`src/tbgd_pkg.sv`:
```
`timescale 1ns / 1ps

package tbgd_pkg;

   localparam int TICK_BITS_DEFAULT   = 32;
   localparam int QUEUE_DEPTH_DEFAULT = 4;

   localparam int CSR_INDEX_BITS = 3;
   localparam int CSR_DATA_BITS  = 16;

   localparam logic [CSR_INDEX_BITS-1:0] CSR_ENABLE       = 3'd0;
   localparam logic [CSR_INDEX_BITS-1:0] CSR_DEBOUNCE     = 3'd1;
   localparam logic [CSR_INDEX_BITS-1:0] CSR_DOUBLE_CLICK = 3'd2;
   localparam logic [CSR_INDEX_BITS-1:0] CSR_LONG         = 3'd3;
   localparam logic [CSR_INDEX_BITS-1:0] CSR_EXTRA_LONG   = 3'd4;

   localparam logic [15:0] DEBOUNCE_RESET     = 16'd20;
   localparam logic [15:0] DOUBLE_CLICK_RESET = 16'd250;
   localparam logic [15:0] LONG_RESET         = 16'd600;
   localparam logic [15:0] EXTRA_LONG_RESET   = 16'd1200;

   typedef enum logic [2:0] {
      KEY_OK    = 3'd0,
      KEY_LEFT  = 3'd1,
      KEY_RIGHT = 3'd2,
      KEY_UP    = 3'd3,
      KEY_DOWN  = 3'd4,
      KEY_BACK  = 3'd5
   } key_type;

   typedef enum logic [1:0] {
      EV_PRESS   = 2'd0,
      EV_SHORT   = 2'd1,
      EV_LONG    = 2'd2,
      EV_RELEASE = 2'd3
   } evt_type;

   typedef struct packed {
      logic        first_button_raw;
      logic        second_button_raw;
      logic [31:0] now_tick;
   } req_type;

   typedef struct packed {
      logic [2:0]  key_code;
      logic [1:0]  event_type;
      logic [31:0] sequence_number;
      logic        last_of_run;
   } rsp_type;

   typedef struct packed {
      logic        enable;
      logic [15:0] debounce_ticks;
      logic [15:0] double_click_ticks;
      logic [15:0] hold_ticks;
      logic [15:0] extra_hold_ticks;
   } cfg_type;

   // up to two gestures per sample: button one first, then button two
   typedef struct packed {
      logic    one_valid;
      key_type one_key;
      logic    two_valid;
      key_type two_key;
      evt_type two_middle;
   } job_type;

endpackage

```
`src/two_button_gesture_decoder_core.sv`:
```
`timescale 1ns / 1ps
// Two-button gesture decoder: debounce, tap, double click and long holds.
// req channel: one poll sample per beat (two raw button levels, tick count).
//   A sample is taken whenever req_valid is high and req_stall is low; req_stall rises only when the job queue
//   between the classifier and the event serializer is full.
// rsp channel: one event per beat (key, press/short/long/release, running
//   sequence number, last_of_run on the final event of a sample).
// A sample yields zero, three or six events. Its job is written into the queue,
//   then the serializer moves it into the output register, giving one event a
//   cycle while rsp_stall is low.
// rsp_stall holds the current event in the output register; samples keep
//   being taken until the queue fills.
// csr port: write-only, csr_index selects enable, debounce, double click,
//   long and extra-long thresholds. Write only while idle.
// Reset (synchronous): thresholds to 20/250/600/1200 ticks, block disabled,
//   all button state, queue and sequence count cleared.
module two_button_gesture_decoder_core
   import tbgd_pkg::*;
#(
   parameter int TICK_BITS   = TICK_BITS_DEFAULT,
   parameter int QUEUE_DEPTH = QUEUE_DEPTH_DEFAULT
) (
   input  logic                      clock,
   input  logic                      reset,
   input  logic                      req_valid,
   output logic                      req_stall,
   input  req_type                   req_data,
   output logic                      rsp_valid,
   input  logic                      rsp_stall,
   output rsp_type                   rsp_data,
   input  logic                      csr_write_enable,
   input  logic [CSR_INDEX_BITS-1:0] csr_index,
   input  logic [CSR_DATA_BITS-1:0]  csr_data
);

   cfg_type cfg_ff;
   logic    q_full;
   logic    q_push;
   job_type push_job;
   logic    q_pop;
   logic    q_empty;
   job_type head_job;

   always_ff @(posedge clock) begin
      if (reset) begin
         cfg_ff.enable             <= 1'b0;
         cfg_ff.debounce_ticks     <= DEBOUNCE_RESET;
         cfg_ff.double_click_ticks <= DOUBLE_CLICK_RESET;
         cfg_ff.hold_ticks         <= LONG_RESET;
         cfg_ff.extra_hold_ticks   <= EXTRA_LONG_RESET;
      end else if (csr_write_enable) begin
         case (csr_index)
            CSR_ENABLE:       cfg_ff.enable             <= csr_data[0];
            CSR_DEBOUNCE:     cfg_ff.debounce_ticks     <= csr_data;
            CSR_DOUBLE_CLICK: cfg_ff.double_click_ticks <= csr_data;
            CSR_LONG:         cfg_ff.hold_ticks         <= csr_data;
            CSR_EXTRA_LONG:   cfg_ff.extra_hold_ticks   <= csr_data;
            default: begin
            end
         endcase
      end
   end

   tbgd_front #(.TICK_BITS(TICK_BITS)) u_front (
      .clock     (clock),
      .reset     (reset),
      .cfg       (cfg_ff),
      .req_valid (req_valid),
      .req_data  (req_data),
      .req_stall (req_stall),
      .q_full    (q_full),
      .q_push    (q_push),
      .q_job     (push_job)
   );

   tbgd_queue #(.QUEUE_DEPTH(QUEUE_DEPTH)) u_queue (
      .clock    (clock),
      .reset    (reset),
      .push     (q_push),
      .push_job (push_job),
      .full     (q_full),
      .pop      (q_pop),
      .empty    (q_empty),
      .head_job (head_job)
   );

   tbgd_back u_back (
      .clock     (clock),
      .reset     (reset),
      .q_empty   (q_empty),
      .q_job     (head_job),
      .q_pop     (q_pop),
      .rsp_valid (rsp_valid),
      .rsp_stall (rsp_stall),
      .rsp_data  (rsp_data)
   );

endmodule

```
`src/tbgd_debounce.sv`:
```
`timescale 1ns / 1ps

module tbgd_debounce
   import tbgd_pkg::*;
#(
   parameter int TICK_BITS = TICK_BITS_DEFAULT
) (
   input  logic                 clock,
   input  logic                 reset,
   input  logic                 step,
   input  logic                 raw,
   input  logic [TICK_BITS-1:0] now,
   input  logic [15:0]          debounce_ticks,
   output logic                 fire,
   output logic                 level
);

   logic                 pressed_ff;
   logic                 raw_last_ff;
   logic [TICK_BITS-1:0] changed_at_ff;
   logic                 changed;
   logic [TICK_BITS-1:0] stable_for;

   assign changed    = raw != raw_last_ff;
   assign stable_for = now - changed_at_ff;
   assign fire       = step && !changed && (raw != pressed_ff) &&
                       (stable_for >= TICK_BITS'(debounce_ticks));
   assign level      = fire ? raw : pressed_ff;

   always_ff @(posedge clock) begin
      if (reset) begin
         pressed_ff    <= 1'b0;
         raw_last_ff   <= 1'b0;
         changed_at_ff <= '0;
      end else if (step) begin
         if (changed) begin
            raw_last_ff   <= raw;
            changed_at_ff <= now;
         end
         if (fire) begin
            pressed_ff <= raw;
         end
      end
   end

endmodule

```
`src/tbgd_front.sv`:
```
`timescale 1ns / 1ps

module tbgd_front
   import tbgd_pkg::*;
#(
   parameter int TICK_BITS = TICK_BITS_DEFAULT
) (
   input  logic    clock,
   input  logic    reset,
   input  cfg_type cfg,
   input  logic    req_valid,
   input  req_type req_data,
   output logic    req_stall,
   input  logic    q_full,
   output logic    q_push,
   output job_type q_job
);

   logic                 accept;
   logic                 step;
   logic [TICK_BITS-1:0] now;
   logic [TICK_BITS-1:0] long_th;
   logic [TICK_BITS-1:0] extra_th;
   logic [TICK_BITS-1:0] dclick_th;

   logic one_fire, one_level;
   logic two_fire, two_level;

   logic [TICK_BITS-1:0] one_press_start_ff, one_press_start_in;
   logic                 one_right_sent_ff, one_right_sent_in;
   logic [TICK_BITS-1:0] two_press_start_ff, two_press_start_in;
   logic                 two_waiting_ff, two_waiting_in;
   logic [TICK_BITS-1:0] two_first_release_ff, two_first_release_in;
   logic                 two_long_sent_ff, two_long_sent_in;
   logic                 two_extra_sent_ff, two_extra_sent_in;

   logic [TICK_BITS-1:0] one_held;
   logic [TICK_BITS-1:0] two_held;
   logic [TICK_BITS-1:0] since_release;
   logic [TICK_BITS-1:0] since_release_in;
   job_type              job;

   assign req_stall = q_full;
   assign accept    = req_valid && !req_stall;
   assign step      = accept && cfg.enable;
   assign now       = TICK_BITS'(req_data.now_tick);
   assign long_th   = TICK_BITS'(cfg.hold_ticks);
   assign extra_th  = TICK_BITS'(cfg.extra_hold_ticks);
   assign dclick_th = TICK_BITS'(cfg.double_click_ticks);

   tbgd_debounce #(.TICK_BITS(TICK_BITS)) u_deb_one (
      .clock          (clock),
      .reset          (reset),
      .step           (step),
      .raw            (req_data.first_button_raw),
      .now            (now),
      .debounce_ticks (cfg.debounce_ticks),
      .fire           (one_fire),
      .level          (one_level)
   );

   tbgd_debounce #(.TICK_BITS(TICK_BITS)) u_deb_two (
      .clock          (clock),
      .reset          (reset),
      .step           (step),
      .raw            (req_data.second_button_raw),
      .now            (now),
      .debounce_ticks (cfg.debounce_ticks),
      .fire           (two_fire),
      .level          (two_level)
   );

   assign one_held      = now - one_press_start_ff;
   assign two_held      = now - two_press_start_ff;
   assign since_release = now - two_first_release_ff;

   always_comb begin
      one_press_start_in   = one_press_start_ff;
      one_right_sent_in    = one_right_sent_ff;
      two_press_start_in   = two_press_start_ff;
      two_waiting_in       = two_waiting_ff;
      two_first_release_in = two_first_release_ff;
      two_long_sent_in     = two_long_sent_ff;
      two_extra_sent_in    = two_extra_sent_ff;
      job.one_valid  = 1'b0;
      job.one_key    = KEY_OK;
      job.two_valid  = 1'b0;
      job.two_key    = KEY_DOWN;
      job.two_middle = EV_SHORT;

      // button one
      if (one_fire) begin
         if (one_level) begin
            one_press_start_in = now;
            one_right_sent_in  = 1'b0;
         end else if (!one_right_sent_ff) begin
            job.one_valid = 1'b1;
            job.one_key   = (one_held >= long_th) ? KEY_LEFT : KEY_OK;
         end
      end else if (one_level) begin
         if (!one_right_sent_ff && one_held >= extra_th) begin
            one_right_sent_in = 1'b1;
            job.one_valid     = 1'b1;
            job.one_key       = KEY_RIGHT;
         end
      end

      // button two
      if (two_fire) begin
         if (two_level) begin
            two_press_start_in = now;
            two_long_sent_in   = 1'b0;
            two_extra_sent_in  = 1'b0;
         end else if (!two_long_sent_ff) begin
            if (two_waiting_ff && since_release <= dclick_th) begin
               job.two_valid  = 1'b1;
               job.two_key    = KEY_UP;
               two_waiting_in = 1'b0;
            end else begin
               two_waiting_in       = 1'b1;
               two_first_release_in = now;
            end
         end else begin
            two_waiting_in = 1'b0;
         end
      end else if (two_level) begin
         if (!two_long_sent_ff && two_held >= long_th) begin
            two_long_sent_in = 1'b1;
            two_waiting_in   = 1'b0;
            job.two_valid    = 1'b1;
            job.two_key      = KEY_BACK;
         end else if (two_long_sent_ff && !two_extra_sent_ff && two_held >= extra_th) begin
            two_extra_sent_in = 1'b1;
            job.two_valid     = 1'b1;
            job.two_key       = KEY_BACK;
            job.two_middle    = EV_LONG;
         end
      end

      // single click confirmed once the window has closed
      since_release_in = now - two_first_release_in;
      if (!two_level && two_waiting_in && since_release_in > dclick_th) begin
         job.two_valid  = 1'b1;
         job.two_key    = KEY_DOWN;
         job.two_middle = EV_SHORT;
         two_waiting_in = 1'b0;
      end
   end

   assign q_push = step && (job.one_valid || job.two_valid);
   assign q_job  = job;

   always_ff @(posedge clock) begin
      if (reset) begin
         one_press_start_ff   <= '0;
         one_right_sent_ff    <= 1'b0;
         two_press_start_ff   <= '0;
         two_waiting_ff       <= 1'b0;
         two_first_release_ff <= '0;
         two_long_sent_ff     <= 1'b0;
         two_extra_sent_ff    <= 1'b0;
      end else if (step) begin
         one_press_start_ff   <= one_press_start_in;
         one_right_sent_ff    <= one_right_sent_in;
         two_press_start_ff   <= two_press_start_in;
         two_waiting_ff       <= two_waiting_in;
         two_first_release_ff <= two_first_release_in;
         two_long_sent_ff     <= two_long_sent_in;
         two_extra_sent_ff    <= two_extra_sent_in;
      end
   end

endmodule

```
`src/tbgd_queue.sv`:
```
`timescale 1ns / 1ps

module tbgd_queue
   import tbgd_pkg::*;
#(
   parameter int QUEUE_DEPTH = QUEUE_DEPTH_DEFAULT
) (
   input  logic    clock,
   input  logic    reset,
   input  logic    push,
   input  job_type push_job,
   output logic    full,
   input  logic    pop,
   output logic    empty,
   output job_type head_job
);

   localparam int PTR_BITS   = $clog2(QUEUE_DEPTH);
   localparam int COUNT_BITS = $clog2(QUEUE_DEPTH + 1);
   localparam logic [PTR_BITS-1:0]   LAST_PTR   = PTR_BITS'(QUEUE_DEPTH - 1);
   localparam logic [COUNT_BITS-1:0] FULL_COUNT = COUNT_BITS'(QUEUE_DEPTH);

   job_type                entries_ff [QUEUE_DEPTH];
   logic [PTR_BITS-1:0]    wr_ptr_ff;
   logic [PTR_BITS-1:0]    rd_ptr_ff;
   logic [COUNT_BITS-1:0]  count_ff;
   logic                   do_push;
   logic                   do_pop;

   function automatic logic [PTR_BITS-1:0] next_ptr(input logic [PTR_BITS-1:0] p);
      next_ptr = (p == LAST_PTR) ? '0 : p + 1'b1;
   endfunction

   assign full     = count_ff == FULL_COUNT;
   assign empty    = count_ff == '0;
   assign do_push  = push && !full;
   assign do_pop   = pop && !empty;
   assign head_job = entries_ff[rd_ptr_ff];

   always_ff @(posedge clock) begin
      if (do_push) begin
         entries_ff[wr_ptr_ff] <= push_job;
      end
   end

   always_ff @(posedge clock) begin
      if (reset) begin
         wr_ptr_ff <= '0;
         rd_ptr_ff <= '0;
         count_ff  <= '0;
      end else begin
         if (do_push) begin
            wr_ptr_ff <= next_ptr(wr_ptr_ff);
         end
         if (do_pop) begin
            rd_ptr_ff <= next_ptr(rd_ptr_ff);
         end
         if (do_push && !do_pop) begin
            count_ff <= count_ff + 1'b1;
         end else if (do_pop && !do_push) begin
            count_ff <= count_ff - 1'b1;
         end
      end
   end

endmodule

```
`src/tbgd_back.sv`:
```
`timescale 1ns / 1ps

module tbgd_back
   import tbgd_pkg::*;
(
   input  logic    clock,
   input  logic    reset,
   input  logic    q_empty,
   input  job_type q_job,
   output logic    q_pop,
   output logic    rsp_valid,
   input  logic    rsp_stall,
   output rsp_type rsp_data
);

   logic        rsp_valid_ff;
   rsp_type     rsp_data_ff;
   logic [31:0] seq_ff;
   logic        second_ff;
   logic [1:0]  beat_ff;

   logic        advance;
   logic        use_two;
   logic        last;
   key_type     key;
   evt_type     kind;

   assign advance = !q_empty && (!rsp_valid_ff || !rsp_stall);
   assign use_two = second_ff || !q_job.one_valid;
   assign key     = use_two ? q_job.two_key : q_job.one_key;
   assign last    = (beat_ff == 2'd2) && (use_two || !q_job.two_valid);
   assign q_pop   = advance && last;

   always_comb begin
      case (beat_ff)
         2'd0:    kind = EV_PRESS;
         2'd1:    kind = use_two ? q_job.two_middle : EV_SHORT;
         default: kind = EV_RELEASE;
      endcase
   end

   always_ff @(posedge clock) begin
      if (advance) begin
         rsp_data_ff.key_code        <= key;
         rsp_data_ff.event_type      <= kind;
         rsp_data_ff.sequence_number <= seq_ff + 32'd1;
         rsp_data_ff.last_of_run     <= last;
      end
   end

   always_ff @(posedge clock) begin
      if (reset) begin
         rsp_valid_ff <= 1'b0;
         seq_ff       <= '0;
         second_ff    <= 1'b0;
         beat_ff      <= '0;
      end else begin
         if (advance) begin
            rsp_valid_ff <= 1'b1;
            seq_ff       <= seq_ff + 32'd1;
            if (last) begin
               second_ff <= 1'b0;
               beat_ff   <= '0;
            end else if (beat_ff == 2'd2) begin
               second_ff <= 1'b1;
               beat_ff   <= '0;
            end else begin
               beat_ff <= beat_ff + 2'd1;
            end
         end else if (!rsp_stall) begin
            rsp_valid_ff <= 1'b0;
         end
      end
   end

   assign rsp_valid = rsp_valid_ff;
   assign rsp_data  = rsp_data_ff;

endmodule
```
`config.mk`:
```
export PLATFORM = sky130hd
export DESIGN_NAME = two_button_gesture_decoder_core
export DESIGN_NICKNAME = d
export VERILOG_FILES = /design/src/tbgd_pkg.sv /design/src/two_button_gesture_decoder_core.sv /design/src/tbgd_debounce.sv /design/src/tbgd_front.sv /design/src/tbgd_queue.sv /design/src/tbgd_back.sv
export SDC_FILE = /design/constraint.sdc
export NUM_CORES = 1
export LEC_CHECK = 0
export BUFFER_PORTS_ARGS = -buffer_cell sky130_fd_sc_hd__buf_2
export CAP_MARGIN = 20
export CORE_MARGIN = 4
export CORE_UTILIZATION = 58
export CTS_BUF_LIST = sky130_fd_sc_hd__clkbuf_16
export DETAILED_ROUTE_END_ITERATION = 16
export PLACE_DENSITY_LB_ADDON = 0.08
export SYNTH_ARGS = -nofsm -noshare
export SYNTH_HDL_FRONTEND = slang
export SYNTH_HIERARCHICAL = 1
export SYNTH_SLANG_ARGS = --single-unit
```
`constraint.sdc`:
```
create_clock -name clock -period 28.7 [get_ports clock]
set_input_delay 5.74 -clock clock [delete_from_list [all_inputs] [get_ports clock]]
set_output_delay 5.74 -clock clock [all_outputs]
set_load 0.05 [all_outputs]
```
==> impl_metrics.csv, run 1 <==
group,metric,value,unit
clocking,clk_pin_slew,0.06,ns
synthesis,synth_seq_cells,356,
layout,layout-area-overhead-vs-synth,7.94,%
layout,fin_cells,4304,
clocking,htree_levels,2,
grt,grt_pass1_wl,136000,um
clocking,clockRootBuffer,"clkbuf_16",
route,first_iter_violations,1972,
layout,final_net_count,3994,
grt,grt_max_degree,142,
power,p_leak,12.1,nW
die,start_util,0.588,
layout,final_common_cell,"nand2_1",
placement,port-buffer-count,97,
layout,nFillCells,4328,
setup_path,critical-path-max-stage-delay,0.87,ns
synthesis,syn-instance-count,3580,
route,dr.pass1.iters,14,
synthesis,ys.flop_type,"dfxtp_1",
synthesis,seq_area_frac_synth,0.275,
placement,placed_area,0.0296,sq mm
die,core.rowCount,81,
sta,setup_viol,0,
run,max-cap-violations,0,
placement,dp_cells,4223,
synthesis,yosysTopAreaCell,"dfxtp_1",
die,io_pins,98,
synthesis,synth_edf_count,78,
setup_path,crit_top_cell,"a21oi_1",
layout,postLayoutCellArea,0.0311,sq mm
synthesis,async_flop_share,0,
run_status,status,"completed",
power,ir_worst_vdd,42.0,uV
die,die_y,231,um
grt,grt_usage,0.317,
clocking,cts_buffers,42,
synthesis,ys_warn_count,6,
clocking,cts_resized,0,
synthesis,syn-num-nets,3968,
setup_path,start_kind,"input port",
clocking,cts_tree,"built",
sta,fin_tns_setup,0,ns
sta,slew_headroom,0.201,
clocking,ctsHoldBuffers,0,
synthesis,synth_top_area_frac,0.193,
layout,fin_util,0.634,
setup_path,cp_max_fo,17,
setup_path,critPathArrivalTime,19.10,ns
clocking,cts_max_path_buffers,3,
synthesis,synthTopCellsByArea,"dfxtp_1 (19%), ha_1 (14%), edfxtp_1 (8.1%), a21oi_1 (7.2%), nand2_1 (6.0%)",
setup_path,regToRegSetupSlack,15.25,ns
route,drt_wl_total,87800,um
grt,grt_pass1_vias,25599,
sta,hold_viol,0,
placement,dpl.hpwl,67100,um
grt,grt.overflow.total,0,
setup_path,crit_path_top_delay_cell,"o31ai_1",
sta,maxSlewViolCount,0,
placement,globalplace.congestion,0.974,
sta,rsz0062_at_grt,"false",
layout,drive_gt1_frac,0.0825,
setup_path,path_class,"input port to flop",
sta,fin_skew,0.0304,ns
synthesis,synth_cell_types,118,
setup_path,worstPathRequired,29.20,ns
sta,hold_ws,0.451,ns
die,dieArea,0.0532,sq mm
hold_path,hold_class,"flop to flop",
route,vias,26429,
route,drc,0,
sta,clock.fmax,53.8,MHz
sta,worst_pin_slew,1.20,ns
power,cellPowerDensity,42.4,mW/mm^2
layout,final_cell_mix,"nand2_1 (457), a21oi_1 (414), ha_1 (323)",
grt,antenna_found_initial,4,
clocking,insertion_delay,0.58,ns
clocking,postCtsSetupBuffers,0,
route,wire_per_inst,20.4,um
sta,finalCritPeriodShare,0.648,
setup_path,endpoint_kind,"flop",
die,die_w,231,um
synthesis,netlist_area,0.0288,sq mm
sta,period_minus_slack,18.60,ns
synthesis,synth_area_per_cell,8.04,sq um
clocking,numClockSinks,356,
die,core_area,0.0490,sq mm
route,vias_per_cell,6.14,
route,drtAntennaViolNets,0,
[per-layer routing]
metal  share of wire  up-vias  track usage  wire length, um
li1                -    12771            -                -
met1            0.41    12554        0.392            36300
met2            0.48      897        0.554            42300
met3           0.062      203       0.0463             5420
met4           0.042        4        0.134             3710
met5         0.00030        -            0               26
[area by class of cell]
class	instances	area (sq um)	share of cell area
inverter	305	1150	0.0370
sequential	356	7910	0.255
clock buffer	44	1100	0.0355
timing repair buffer	116	682	0.0220
antenna	3	7.51	0.000242
tap	664	831	0.0268
multi-input combinational	2785	19100	0.614
clock inverter	31	310	0.00999
[critical path: cells and delay by family]
kind	cells	cell delay, ns
buffers and inverters	4	0.79
XOR/XNOR	3	0.39
multiplexers	1	0.28
AO/OA/AOI/OAI	21	5.38
AND/OR/NAND/NOR	18	4.59
adder cells (fa/ha/maj)	7	1.90
[metrics by stage]
step	power [mW]	setup slack, ns
after global routing	1.37	9.18
after floorplan	0.701	12.34
after detailed placement	0.778	9.77
after global placement	0.772	10.13
final	1.32	10.10
after CTS	1.32	10.30
[kinds of logic after synthesis]
| logic type | after synthesis | synth area share |
|---|---|---|
| AOI/OAI and AO/OA | 931 | 0.207 |
| xor gates and xnor gates | 172 | 0.0524 |
| adders and majority gates | 330 | 0.145 |
| buffers and inverters | 439 | 0.0630 |
| DFF | 356 | 0.275 |
| muxes | 138 | 0.0529 |
| other | 1 | 0.000130 |
| and+or+nand+nor | 1213 | 0.204 |
[synthesized netlist by cell type (all sizes together), types with 13 or more instances]
| cell | number |
|---|---|
| nor4 | 23 |
| inv | 303 |
| a211oi | 29 |
| nand2 | 457 |
| and3 | 32 |
| dfxtp | 278 |
| or3 | 21 |
| mux2i | 116 |
| xor2 | 72 |
| o31ai | 22 |
| or4 | 18 |
| nand2b | 114 |
| a21oi | 434 |
| nor2b | 35 |
| a2111oi | 13 |
| o21ai | 140 |
| o21a | 39 |
| nand3 | 63 |
| o211ai | 33 |
| nand4 | 66 |
| nor3 | 56 |
| ha | 323 |
| xnor2 | 100 |
| a211o | 13 |
| nor2 | 264 |
| a21o | 68 |
| and2 | 13 |
| edfxtp | 78 |
| clkbuf | 89 |
| o21bai | 21 |
| buf | 45 |
[where the power goes]
| group | internal, mW | switching, mW | total (mW) |
|---|---|---|---|
| registers | 0.512 | 0.00250 | 0.514 |
| logic | 0.0967 | 0.163 | 0.260 |
| clock network | 0.318 | 0.226 | 0.544 |
| total | 0.926 | 0.392 | 1.32 |
[flip-flops by register name, summed over array words and instances, names as in the netlist, 3 cells and up, named ones only]
signal / count
cfg_ff: 65
u_front/two_press_start_ff: 32
u_front/two_first_release_ff: 32
u_front/one_press_start_ff: 32
u_queue/count_ff: 3
u_back/rsp_data: 38
u_back/seq_ff: 32
u_front/u_deb_one/changed_at_ff: 32
u_queue/entries_ff: 40
u_front/u_deb_two/changed_at_ff: 32
[path summary, 6_finish.rpt]
path / start / end / cells past startpoint
hold reg to reg: u_front/u_deb_two/changed_at_ff[29]$_SDFFE_PP0P_ / u_front/u_deb_two/changed_at_ff[29]$_SDFFE_PP0P_ / 2
setup / recovery: req_data[1] / u_queue/count_ff[2]$_SDFFE_PP0P_ / 54
setup reg to reg: u_front/u_deb_two/changed_at_ff[1]$_SDFFE_PP0P_ / u_queue/count_ff[2]$_SDFFE_PP0P_ / 54
hold / removal: u_front/u_deb_two/changed_at_ff[29]$_SDFFE_PP0P_ / u_front/u_deb_two/changed_at_ff[29]$_SDFFE_PP0P_ / 2
(Power assumes the default switching activity.)
==> run 2: changes to the inputs <==
--- a/config.mk
+++ b/config.mk
@@ -5,6 +5,7 @@
 export SDC_FILE = /design/constraint.sdc
 export NUM_CORES = 1
 export LEC_CHECK = 0
+export ABC_AREA = 1
 export BUFFER_PORTS_ARGS = -buffer_cell sky130_fd_sc_hd__buf_2
 export CAP_MARGIN = 20
 export CORE_MARGIN = 4
==> constraint.sdc (replaced) <==
create_clock -name clock -period 19 [get_ports clock]
set_input_delay 3.8 -clock clock [delete_from_list [all_inputs] [get_ports clock]]
set_output_delay 3.8 -clock clock [all_outputs]
set_load 0.05 [all_outputs]
==> run 2 against run 1 <==
Critical path depth increased by 10. Utilization is 0.38 points higher. Sequential share of layout area fell by 2.6 points. Via count up 21%. Largest cell class unchanged.
==> impl_metrics.csv, run 2 <==
group,metric,value,unit
run_status,status,"completed",
layout,final_net_count,5627,
synthesis,synth_cell_types,50,
clocking,clk_pin_slew,0.06,ns
setup_path,critPathArrivalTime,12.99,ns
hold_path,hold_class,"flop to flop",
route,wire_per_inst,16.5,um
layout,largest_reg_flops,65,
layout,drive_gt1_frac,0.0698,
die,io_pins,98,
layout,antenna_cells,0,
sta,rsz0062_at_grt,"false",
placement,globalplace.congestion,0.983,
layout,layout-area-overhead-vs-synth,8.10,%
grt,antenna_found_initial,4,
route,vias,31870,
sta,period_minus_slack,12.51,ns
die,core_area,0.0542,sq mm
route,dr.pass1.iters,9,
synthesis,synth_commonest_cells,"nand2_1 (1449), inv_1 (971), nor2_1 (550)",
synthesis,yosysTopAreaCell,"dfxtp_1",
die,die_w,243,um
sta,finalCritPeriodShare,0.658,
placement,port-buffer-count,97,
setup_path,critical-path-max-stage-delay,0.57,ns
synthesis,ys.flop_type,"dfxtp_1",
die,dieArea,0.0590,sq mm
synthesis,syn-instance-count,5158,
route,first_iter_violations,2532,
sta,clock.fmax,79.9,MHz
setup_path,rr_startpoint,"u_front/u_deb_two/changed_at_ff[7]$_SDFFE_PP0P_",
grt,grt_usage,0.324,
die,die_y,243,um
route,drc,0,
synthesis,synth_edf_count,78,
setup_path,path_class,"input port to flop",
layout,final_cell_mix,"nand2_1 (1447), inv_1 (979), nor2_1 (550)",
placement,dpl.hpwl,76600,um
sta,worst_pin_slew,1.06,ns
clocking,numClockSinks,356,
clocking,cts_max_path_buffers,3,
power,p_leak,17.7,nW
layout,postLayoutCellArea,0.0346,sq mm
grt,grt_pass1_vias,29026,
grt,grt.overflow.total,0,
placement,dp_slack,6.04,ns
grt,grt_pass1_wl,154000,um
sta,maxSlewViolCount,0,
clocking,cts_resized,0,
synthesis,syn-num-nets,5546,
synthesis,synthTopCellsByArea,"dfxtp_1 (17%), nand2_1 (17%), ha_1 (13%), inv_1 (11%), edfxtp_1 (7.3%)",
die,core.rowCount,85,
layout,final_common_cell,"nand2_1",
sta,fin_ws,6.49,ns
synthesis,netlist_area,0.0320,sq mm
setup_path,r2r-end,"u_queue/count_ff[1]$_SDFFE_PP0P_",
route,drtAntennaViolNets,0,
clocking,postCtsSetupBuffers,0,
synthesis,synth_area_per_cell,6.21,sq um
synthesis,synth_top_area_frac,0.174,
run,max-cap-violations,0,
synthesis,async_flop_share,0,
setup_path,crit_top_cell,"nand2_1",
setup_path,worstPathRequired,19.48,ns
sta,hold_ws,0.458,ns
synthesis,seq_area_frac_synth,0.247,
setup_path,start_kind,"input port",
sta,hold_viol,0,
clocking,htree_levels,2,
setup_path,rr_worst_depth,64,
power,ir_worst_vdd,70.5,uV
setup_path,cp_max_fo,65,
layout,top_register,"cfg_ff",
sta,fin_skew,0.0361,ns
synthesis,synth_seq_cells,356,
setup_path,endpoint_kind,"flop",
clocking,insertion_delay,0.60,ns
clocking,ctsHoldBuffers,0,
synthesis,yosysMostFrequentCell,"nand2_1",
clocking,cts_buffers,43,
clocking,cts_tree,"built",
power,cellPowerDensity,60.6,mW/mm^2
route,drt_wl_total,98600,um
sta,setup_viol,0,
setup_path,regToRegSetupSlack,9.87,ns
die,start_util,0.590,
setup_path,critPathLaunch,"req_data[1]",
sta,fin_tns_setup,0,ns
setup_path,crit_path_top_delay_cell,"nand2_2",
placement,placed_area,0.0332,sq mm
route,vias_per_cell,5.34,
sta,slew_headroom,0.290,
grt,grt_max_degree,76,
setup_path,crit_end,"u_queue/count_ff[1]$_SDFFE_PP0P_",
synthesis,ys_warn_count,6,
clocking,clockRootBuffer,"clkbuf_16",
run 2: cell count changes after synthesis, sizes merged, moves of 112 or more:
| cell | previous run | this run |
|---|---|---|
| inv | 303 | 990 |
| mux2i | 116 | 0 |
| nand2 | 457 | 1519 |
| nand2b | 114 | 0 |
| nand3 | 63 | 286 |
| nor2 | 264 | 602 |
| o21ai | 140 | 252 |
run 2: report_power, final:
group	internal, mW	total, mW	switching [mW]
Sequential	0.777	0.781	0.00458
Clock	0.472	0.825	0.352
Combinational	0.163	0.492	0.329
Total	1.41	2.10	0.685
run 2: worst min-delay path by stage:
stage / endpoint / depth (start not counted) / from / slack [ns]
final: u_front/one_press_start_ff[24]$_SDFFE_PP0P_ / 2 / u_front/one_press_start_ff[24]$_SDFFE_PP0P_ / 0.46
after detailed placement: u_front/two_extra_sent_ff$_SDFFE_PP0P_ / 2 / u_front/two_extra_sent_ff$_SDFFE_PP0P_ / 0.45
after global routing: u_front/one_press_start_ff[26]$_SDFFE_PP0P_ / 2 / u_front/one_press_start_ff[26]$_SDFFE_PP0P_ / 0.48
after global placement: u_front/one_press_start_ff[14]$_SDFFE_PP0P_ / 2 / u_front/one_press_start_ff[14]$_SDFFE_PP0P_ / 0.44
after CTS: u_front/one_press_start_ff[17]$_SDFFE_PP0P_ / 2 / u_front/one_press_start_ff[17]$_SDFFE_PP0P_ / 0.46
after floorplan: u_front/two_extra_sent_ff$_SDFFE_PP0P_ / 2 / u_front/two_extra_sent_ff$_SDFFE_PP0P_ / 0.43
run 2: logic make-up after synthesis:
kind of cell    after synthesis  synth area share
simple gates               2533             0.335
xor+xnor                    111            0.0311
buf+inv                    1091             0.131
flops                       356             0.247
other cells                   1          0.000117
compound gates              736             0.125
fa+ha+maj                   330             0.131
run 2: per-layer routing:
metal | vias up | GRT usage | part of all wire
met4 | 2 | 0.141 | 0.051
met1 | 14267 | 0.421 | 0.43
met2 | 984 | 0.543 | 0.45
li1 | 16419 | - | -
met5 | - | 0 | 0.00014
met3 | 198 | 0.0393 | 0.065
run 2: critical path, delay by kind of cell:
kind	cells	cell delay (ns)
AOI/OAI and AO/OA	4	1.04
xor gates and xnor gates	2	0.30
adders and majority gates	7	2.29
buffers and inverters	11	1.38
and+or+nand+nor	40	4.20
run 2: final cells by class:
class                           instances  area, sq um
Inverter                              996         3740
Sequential cell                       356         7910
Fill cell                            5326        19600
Clock inverter                         35          330
Tap cell                              696          871
Multi-Input combinational cell       3711        19900
Clock buffer                           43         1080
Timing Repair Buffer                  131          756
run 2: metrics by stage:
step,cells,power (mW),util
2_1_floorplan,5158,1.14,-
3_3_place_gp,5889,1.27,0.612
3_5_place_dp,5889,1.28,0.612
4_1_cts,5967,2.11,0.638
5_1_grt,5968,2.21,0.638
6_report,5968,2.10,0.638
